<file path="src/hdl/nlps_pkg.sv">
package nlps_pkg;

	localparam logic [1:0] OPC_APPEND = 2'd0;
	localparam logic [1:0] OPC_FETCH  = 2'd1;
	localparam logic [1:0] OPC_CLEAR  = 2'd2;

	localparam logic [2:0] KIND_FOR     = 3'd5;
	localparam logic [2:0] KIND_END_FOR = 3'd6;

	localparam logic [2:0] RK_WRITE     = 3'd0;
	localparam logic [2:0] RK_ISSUE     = 3'd1;
	localparam logic [2:0] RK_DONE      = 3'd2;
	localparam logic [2:0] RK_OK        = 3'd3;
	localparam logic [2:0] RK_UNMATCHED = 3'd4;
	localparam logic [2:0] RK_FULL      = 3'd5;

	typedef enum logic [1:0] {
		OP_APPEND,
		OP_FETCH,
		OP_CLEAR
	} op_t;

	typedef struct packed {
		op_t         op;
		logic [2:0]  kind;
		logic [7:0]  loop_var;
		logic [15:0] start_value;
		logic [15:0] end_value;
		logic [15:0] step_value;
	} item_t;

	typedef struct packed {
		logic [7:0]  loop_var;
		logic [15:0] start_value;
		logic [15:0] end_value;
		logic [15:0] step_value;
	} loop_fields_t;

	typedef enum logic [2:0] {
		ST_IDLE,
		ST_TOP,
		ST_READ,
		ST_SCAN,
		ST_FOR_WR,
		ST_FOR_ISS,
		ST_JUMP
	} state_t;

endpackage

</file>
<file path="src/hdl/nlps_front.sv">
module nlps_front (
	input  logic                 clk,
	input  logic                 arst_n,
	input  logic                 in_valid,
	output logic                 in_stall,
	input  logic [1:0]           opcode,
	input  logic [2:0]           cmd_kind,
	input  logic [7:0]           loop_var,
	input  logic [15:0]          start_value,
	input  logic [15:0]          end_value,
	input  logic [15:0]          step_value,
	output logic                 q_valid,
	output nlps_pkg::item_t      q_item,
	input  logic                 q_pop
);

	nlps_pkg::item_t entry_q [2];
	logic            wr_ptr_q;
	logic            rd_ptr_q;
	logic [1:0]      cnt_q;
	logic            known;
	logic            push;
	nlps_pkg::op_t   op;

	// Opcode three is taken and dropped here; it has no effect downstream.
	always_comb begin
		known = 1'b1;
		op    = nlps_pkg::OP_FETCH;
		unique case (opcode)
			nlps_pkg::OPC_APPEND: op = nlps_pkg::OP_APPEND;
			nlps_pkg::OPC_FETCH:  op = nlps_pkg::OP_FETCH;
			nlps_pkg::OPC_CLEAR:  op = nlps_pkg::OP_CLEAR;
			default:              known = 1'b0;
		endcase
	end

	assign in_stall = (cnt_q == 2'd2);
	assign push     = in_valid && !in_stall && known;
	assign q_valid  = (cnt_q != 2'd0);
	assign q_item   = entry_q[rd_ptr_q];

	always_ff @(posedge clk) begin
		if (push) begin
			entry_q[wr_ptr_q] <= '{op: op, kind: cmd_kind, loop_var: loop_var,
				start_value: start_value, end_value: end_value,
				step_value: step_value};
		end
	end

	always_ff @(posedge clk or negedge arst_n) begin
		if (!arst_n) begin
			wr_ptr_q <= 1'b0;
			rd_ptr_q <= 1'b0;
			cnt_q    <= 2'd0;
		end else begin
			if (push) begin
				wr_ptr_q <= !wr_ptr_q;
			end
			if (q_pop) begin
				rd_ptr_q <= !rd_ptr_q;
			end
			cnt_q <= cnt_q + {1'b0, push} - {1'b0, q_pop};
		end
	end

endmodule

</file>
<file path="config.mk">
export PLATFORM = sky130hd
export DESIGN_NAME = nlps_front
export DESIGN_NICKNAME = d
export VERILOG_FILES = /design/src/hdl/nlps_pkg.sv /design/src/hdl/nlps_front.sv
export SDC_FILE = /design/constraint.sdc
export NUM_CORES = 1
export LEC_CHECK = 0
export BUFFER_PORTS_ARGS = -buffer_cell sky130_fd_sc_hd__buf_2
export CAP_MARGIN = 40
export CORE_ASPECT_RATIO = 0.9
export CORE_MARGIN = 3
export CORE_UTILIZATION = 50
export DETAILED_ROUTE_END_ITERATION = 8
export PLACE_DENSITY_LB_ADDON = 0.3
export SLEW_MARGIN = 20
export SYNTH_ARGS = -nofsm -noshare
export SYNTH_HDL_FRONTEND = slang
export SYNTH_SLANG_ARGS = --single-unit
</file>
<file path="constraint.sdc">
create_clock -name clk -period 6.8 [get_ports clk]
set_input_delay 0.68 -clock clk [delete_from_list [all_inputs] [get_ports clk]]
set_output_delay 0.68 -clock clk [all_outputs]
set_load 0.02 [all_outputs]
</file>
-- Yosys cells after proc, flatten, opt, wreduce, memory -nomap -nowiden
Memories as Yosys holds them, arrays and structs flattened.
Cells that the tools add are included.
- register bits after elaboration: 4
- RAM bits: 122
- input port bits: 65
- output and inout port bits: 63
- logic and storage cells: 21
- memories: 1
- $add $sub $neg: 2
- equality and inequality tests: 3
- muxes and demuxes: 4
- reduce and logical (&&, ||, !) cells: 8
- memories (memory ; words ; bits a word ; rd ports ; clocked after Yosys merged registers in ; write ports ; RTL line ; source):
    entry_q ; 2 ; 61 ; 1 ; 0 ; 1 ; nlps_front.sv:17 ; nlps_pkg::item_t entry_q [2];
- operator list (operator ; number):
    == test 2 bit (second input constant) ; 2
    one-hot mux 2 bit (2 select lines) ; 1
    logical NOT 1 bit ; 3
    two-way mux 1 bit ; 3
    OR reduction 3 bit ; 1
    adder 2 x 1 -> 2 bit ; 1
    == test 2 x 1 -> 1 bit (second input constant) ; 1
    logical AND 1 bit ; 2
    logical NOT 2 bit ; 1
    nonzero test 2 bit ; 1
    subtractor 2 x 1 -> 2 bit ; 1

-- Logic depth before layout (Yosys ltp)
Gate-level depths: netlist (run 1).
- depth in word-level cells: 6
- mapped depth: 7
- depth with buffers taken out: 7

-- Worst setup path before layout (run 1)
OpenSTA, ideal clock, no wires.
- kind: input-to-reg
- start: in opcode[0]
- end: mem entry_q[0][0] in the netlist's numbering, enable pin
- library setup time: 480 ps
- data arrival time: 3432 ps
- required time: 6320 ps
- slack: 2888 ps
- cell stages on the path: 3
- path buffers: 0
- cell sequence: nand2_1 nand3b_4 nor2_1
- cells in the longest elaborated chain, start to end: 6
- elaborated cells on any way between the ends: 8
- those cells by class: eq/ne (2); mux (3); reduce/logical (3)
- RTL lines (item ; RTL line ; source):
    start, declared ; nlps_front.sv:6 ; input logic [1:0] opcode,
    == test 2 bit, or another cell as far along ; nlps_front.sv:29 ; unique case (opcode)
    OR reduction 3 bit (no source line) * ; n/a ;
    two-way mux 1 bit * ; nlps_front.sv:29 ;
    logical AND 1 bit * ; nlps_front.sv:38 ; assign push = in_valid && !in_stall && known;
    two-way mux 1 bit * ; nlps_front.sv:43 ; if (push) begin
    two-way mux 1 bit (implied by the code) * ; nlps_front.sv:44 ; entry_q[wr_ptr_q] <= '{op: op, kind: cmd_kind, loop_var: loop_var,
    end, declared ; nlps_front.sv:17 ;
Every way passes the cells marked *; elsewhere a longest branch is shown, timed or not.

==> metrics.md, run 1 <==
| Metric | Value |
|---|---|
| Finished Layout Cells | 487 |
| Worst hold path cell count | 1 |
| Worst r2r path cells | 4 |
| Overall Power | 2.86 mW |
| Vias in the first global route | 2507 |
| Setup CP Type | register to primary output |
| Hold_sp | end_value[9] |
| Dpl cells | 454 |
| P_sw | 846 µW |
| Net Sw Frac | 0.295 |
| CP required | 6120 ps |
| Synth Area per Inst | 23.5 µm² |
| Hold path endpoint | entry_q[0][25] |
| Drt first pass iters | 4 |
| Gate Count Post-Synth | 210 |
| Area Overhead vs Synth | 26.9% |
| CTS tree | done |
| Via density | 4.84 |
| Vias | 2355 |
| Worst Setup End Kind | primary output |
| Worst Path Arrival | 2190 ps |
| Multi-input gate area | 1030 µm² |
| Register cell area after layout | 3770 µm² |
| # port buffers | 127 |
| Crit start category | register |
| Grt ovf | 0 |
| Post-CTS setup buffers | 0 |
| R2r endpoint | entry_q[1][19] |
| GRT Total Usage | 0.152 |
| Later-pin clock latency in the skew report | 490 ps |
| Clock skew | 7.05 ps |
| # diodes | 0 |
| Peak supply drop | 0.000226 V |
| Cell Area, Synth | 4930 µm² |
| DRC | 0 |
| Final ANT Viol Nets | 0 |
| Row count | 33 |
| FMAX | 0.348 GHz |
| Clk root buf | clkbuf_8 |
| Outcome | finished clean |
| Sequential-to-total area share from yosys stat | 0.764 |
| DRT Wirelength | 7950 µm |
| DP Wirelength | 5240 µm |
| Fin. Hold Viols | 0 |
| Largest net degree at the start of global routing | 43 |
| Initial drt markers | 131 |
| Slew Viols, Final | 0 |
| First-pass GRT wire length | 12700 µm |
| Clk pin slew, worst setup/hold paths | 60 ps |
| Setup violations, final | 0 |
| Setup ws final | 3930 ps |
| # IOs | 128 |
| FF-to-FF Start | cnt_q[1] |
| Leak pwr | 2.54 nW |
| Pre-CTS WS | 4150 ps |
| Combinational power share | 0.295 |
| Worst slew pin tran | 764 ps |
| Number of buffers created by CTS | 17 |
| Initial antenna violation count | 0 |
| Sequential fraction of design power | 0.388 |
| Fill cells | 665 |
| Worst slew margin | 0.489 |
| Setup TNS | 0 ps |
| CTS sink cnt | 126 |
| Area of the core | 9330 µm² |
| Pwr dens | 458 nW/µm² |
| Die X-Extent | 111 µm |
| Int Power | 2.02 mW |
| H-tree depth | 4 |
| Max Root-Sink Buffers | 2 |
| Die H | 100 µm |
| Yosys reg bits | 126 |
| Period utilization | 0.422 |
| Reg2reg setup slack | 4490 ps |
| Gpl congestion | 0.743 |
| Post-layout util | 0.670 |
| Syn_nets | 277 |
| Count of cell types in the netlist | 17 |
| Max Cap Violations | 0 |
| Min cycle time layout | 2870 ps |
| Initial Util | 0.528 |
| Clock power share | 0.317 |
| Hold Crit Class | primary input to register |
| Die area | 11100 µm² |
| Worst-path maximum fanout | 33 |
| YS warnings | 0 |
| Routed len/inst | 16.3 µm |
| Layout cells sized above 1 | 0.619 |
| Nets@finish | 419 |
| RSZ-0062 raised after global routing | false |
==> critical path, stage by stage, from the launching register on <==
cell and delay [ps]:
dfrtp_4 840, buf_12 320, mux2_2 360, buf_2 160
==> cell usage after synthesis <==
master	instances	area share
mux2_2	2	0.0046
inv_1	2	0.0015
ha_1	2	0.0051
buf_12	6	0.024
mux2_4	59	0.18
and2b_1	1	0.0015
xor2_1	1	0.0018
or2_2	1	0.0013
edfxtp_1	122	0.74
nor2b_1	1	0.0013
nand3b_4	1	0.0041
nor2_1	2	0.0015
xnor2_1	3	0.0053
nand2_1	1	0.00076
dfrtp_1	4	0.020
clkbuf_1	1	0.00076
buf_6	1	0.0023
==> layout make-up <==
type / instances / area share
inverters: 2 / 0.00120
clock inverters: 14 / 0.0306
multi-input cells: 74 / 0.165
flip-flops and latches: 126 / 0.603
repair buffers: 131 / 0.109
well taps: 122 / 0.0244
clock buffers: 18 / 0.0668
==> cells by family (layout without fill, tap and decap cells) <==
kind of cell / Yosys count / after routing / synth area share
XOR/XNOR: 4 / 4 / 0.00711
flip-flops: 126 / 126 / 0.764
multiplexers: 61 / 61 / 0.184
AND/OR/NAND/NOR: 7 / 7 / 0.0104
adder cells (fa/ha/maj): 2 / 2 / 0.00508
buffers and inverters: 10 / 165 / 0.0290
==> metal layers <==
| layer | share of wire | track usage | vias to the layer above |
|---|---|---|---|
| li1 | - | - | 1111 |
| met1 | 0.42 | 0.187 | 1149 |
| met2 | 0.50 | 0.250 | 89 |
| met3 | 0.061 | 0.0542 | 6 |
| met4 | 0.010 | 0.0597 | 0 |
| met5 | 0 | 0 | - |
==> metrics by stage <==
stage / instance area, µm² / hold slack (ps)
floorplan: 4930 / 384
global placement: 5610 / 494
detailed placement: 5630 / 492
CTS: 6250 / 344
global route: 6250 / 337
finish: 6250 / 369
==> power by group through the flow <==
stage	Sequential, mW	Combinational [mW]	Clock, mW
after floorplan	1.07	0.742	0
after global placement	1.17	0.807	0
after detailed placement	1.13	0.858	0
after CTS	1.12	0.860	0.923
after global routing	1.13	0.900	0.969
final	1.11	0.845	0.907
==> how the worst max path moves through the flow <==
stage / from / cells after the start / end
2_1_floorplan: opcode[0] / 3 / entry_q[0][0]
3_3_place_gp: opcode[0] / 5 / entry_q[1][44]
3_5_place_dp: opcode[0] / 5 / entry_q[1][46]
4_1_cts: rd_ptr_q / 3 / q_item[0]
5_1_grt: rd_ptr_q / 3 / q_item[0]
6_report: rd_ptr_q / 3 / q_item[0]
==> cell usage in the layout (no fill, tap or decap), types with 3 or more instances in the layout <==
cell type   Yosys  layout
buf_2           0     127
dfrtp_1         4       3
mux2_4         59      59
clkbuf_16       0      16
xnor2_1         3       3
edfxtp_1      122     122
bufinv_16       0       4
clkinvlp_4      0       3
==> sequential cells by signal, summed over array words and instances, names as in the netlist <==
register	count
wr_ptr_q	1
entry_q	122
rd_ptr_q	1
cnt_q	2
==> what timing repair did <==
| item | in CTS | in global routing |
|---|---|---|
| gates resized for setup | 0 | 0 |
| hold buffers | 1 | 0 |
| endpoints found under the hold margin | 4 | 0 |
No activity file was read; power rests on OpenSTA's default activity.
==> run 2, diff against run 1 <==
--- a/config.mk
+++ b/config.mk
@@ -5,6 +5,7 @@
 export SDC_FILE = /design/constraint.sdc
 export NUM_CORES = 1
 export LEC_CHECK = 0
+export ABC_AREA = 1
 export BUFFER_PORTS_ARGS = -buffer_cell sky130_fd_sc_hd__buf_2
 export CAP_MARGIN = 40
 export CORE_ASPECT_RATIO = 0.9
==> constraint.sdc (replaced) <==
create_clock -name clk -period 2.65 [get_ports clk]
set_input_delay 0.265 -clock clk [delete_from_list [all_inputs] [get_ports clk]]
set_output_delay 0.265 -clock clk [all_outputs]
set_load 0.02 [all_outputs]
==> metrics.md, run 2 <==
| Metric | Value |
|---|---|
| Outcome | finished clean |
| CP bufs+invs | 2 |
| Grt ovf | 0 |
| Min cycle time layout | 2220 ps |
| Worst-path maximum fanout | 81 |
| Int Power | 5.01 mW |
| Initial antenna violation count | 0 |
| Overall Power | 7.47 mW |
| DRC | 0 |
| Clk pin slew, worst setup/hold paths | 60 ps |
| Post-layout util | 0.739 |
| Most common cell after layout, fill and taps aside | buf_2 |
| Pwr dens | 1100 nW/µm² |
| Hold-fix buffers, CTS | 62 |
| Row count | 33 |
| Gpl congestion | 0.713 |
| Post-synth EDFFs | 122 |
| Most frequent cells after synthesis | edfxtp_1, nand2_1, inv_1 |
| Hold Crit Class | primary input to register |
| Later-pin clock latency in the skew report | 500 ps |
| Gate Count Post-Synth | 350 |
| Fin. Hold Viols | 0 |
| Commonest non-fill, non-tap cells in the layout | buf_2, edfxtp_1, nand2_1, inv_1, dlygate4sd3_1 |
| Predominant post-synthesis flop cell | edfxtp_1 |
| Clk root buf | clkbuf_8 |
| Synth top area share | 0.766 |
| # IOs | 128 |
| Die area | 10800 µm² |
| CTS sink cnt | 126 |
| # port buffers | 127 |
| Biggest regs | entry_q x122, cnt_q x2 |
| Cell Area, Synth | 4780 µm² |
| Fill cells | 591 |
| CP cell instances | buf_12 > nand2_1 > o21ai_0 > buf_2 |
| YS warnings | 0 |
| Worst hold path cell count | 3 |
| Post-CTS Resized | 0 |
| Setup violations, final | 0 |
| Layout cells sized above 1 | 0.292 |
| Asr flop ratio synth | 0.0317 |
| Vias in the first global route | 3254 |
| Crit start category | register |
| Synth Area per Inst | 13.7 µm² |
| Worst slew margin | 0.703 |
| CTS tree | done |
| Worst Setup End Kind | primary output |
| Nets@finish | 615 |
| Setup CP Type | register to primary output |
| Clock power share | 0.340 |
| Clock skew | 7.88 ps |
| CP max-delay cell | dfrtp_4 |
| DP Wirelength | 5460 µm |
| Worst r2r path cells | 5 |
| Number of buffers created by CTS | 17 |
| Leading area contributor after synthesis | edfxtp_1 |
| Via density | 4.65 |
| Slowest stage delay, CP | 670 ps |
| Largest Register | entry_q |
| First-pass GRT wire length | 15200 µm |
| H-tree depth | 4 |
| Most numerous cell in the Yosys netlist | edfxtp_1 |
| Area Overhead vs Synth | 42.2% |
| Cell Area, Placed | 5520 µm² |
| Most area-consuming cells after synthesis | edfxtp_1, o21ai_0, nand2_1, inv_1, dfrtp_1 |
| GRT Total Usage | 0.186 |
| Slew Viols, Final | 0 |
| Post-CTS setup buffers | 0 |
| Initial drt markers | 164 |
| Sequential-to-total area share from yosys stat | 0.787 |
| DRT Wirelength | 9470 µm |
| RSZ-0062 raised after global routing | false |
| Max Cap Violations | 0 |
| Dpl cells | 589 |
| Combinational power share | 0.288 |
| Die H | 98.8 µm |
| FMAX | 0.451 GHz |
| Initial Util | 0.519 |
| Peak supply drop | 0.000578 V |
| # diodes | 0 |
| Drt first pass iters | 6 |
| Worst Path Arrival | 1950 ps |
| Cell depth of the worst setup path | 4 |
| Setup TNS | 0 ps |
| Largest register FFs | 122 |
| Leak pwr | 2.93 nW |
| CP required | 2380 ps |
| Register cell area after layout | 3770 µm² |
| Final ANT Viol Nets | 0 |
| Max Root-Sink Buffers | 2 |
| Sequential fraction of design power | 0.373 |
| Routed len/inst | 13.9 µm |
| Largest net degree at the start of global routing | 82 |
| Syn_nets | 417 |
| Vias | 3179 |
| Die X-Extent | 109 µm |
| Crit-path leading delay family | flip-flops |
| Count of cell types in the netlist | 14 |
| Multi-input gate area | 637 µm² |
| Net Sw Frac | 0.329 |
| P_sw | 2.46 mW |
| Period utilization | 0.836 |
| Worst slew pin tran | 445 ps |
| Area of the core | 9210 µm² |
| Post-route cell area | 6800 µm² |
| Yosys reg bits | 126 |
| Finished Layout Cells | 683 |
run 2: worst paths after layout:
kind | start | endpoint | slack (ps)
setup / recovery | rd_ptr_q | q_item[1] | 430
hold / removal | in_valid | wr_ptr_q | 110
setup reg to reg | cnt_q[0] | entry_q[0][31] | 920
hold reg to reg | wr_ptr_q | wr_ptr_q | 470
max in group asynchronous | arst_n | rd_ptr_q | 2360
min in group asynchronous | arst_n | wr_ptr_q | 150
run 2: layout make-up:
type                       count  share of cell area
inverter                      70              0.0386
tap                          122              0.0224
sequential                   126               0.554
timing repair buffer         193               0.195
clock inverter                14              0.0351
multi-input combinational    140              0.0937
clock buffer                  18              0.0615
run 2: per-stage QoR:
step	hold WS [ps]	worst slack (ps)
6_report	108	434
5_1_grt	107	266
4_1_cts	72.9	417
3_5_place_dp	77.3	944
3_3_place_gp	77.2	991
2_1_floorplan	-30.6	40.8
run 2: layer usage:
metal,global-route usage,wire [µm],share of wire,vias up
met1,0.228,4040,0.43,1477
met3,0.0661,683,0.072,7
li1,-,-,-,1572
met4,0.0709,32,0.0034,0
met2,0.304,4720,0.50,123
met5,0,0,0,-
run 2: logic make-up after synthesis:
group,share of synthesized area
compound gates,0.0638
buf+inv,0.0816
fa+ha+maj,0.00523
flops,0.787
xor+xnor,0.00183
simple gates,0.0607
run 2: power groups by stage:
stage	registers, mW	logic (mW)	clock network (mW)
floorplan	2.74	1.49	0
global placement	2.80	2.05	0
detailed placement	2.82	2.07	0
CTS	2.78	2.15	2.58
global route	2.83	2.36	2.67
finish	2.78	2.15	2.54
run 2: tightest hold or removal path, cell delays in order:
cell	delay (ps)
buf_2	110
nand4_1	130
nand2_1	70
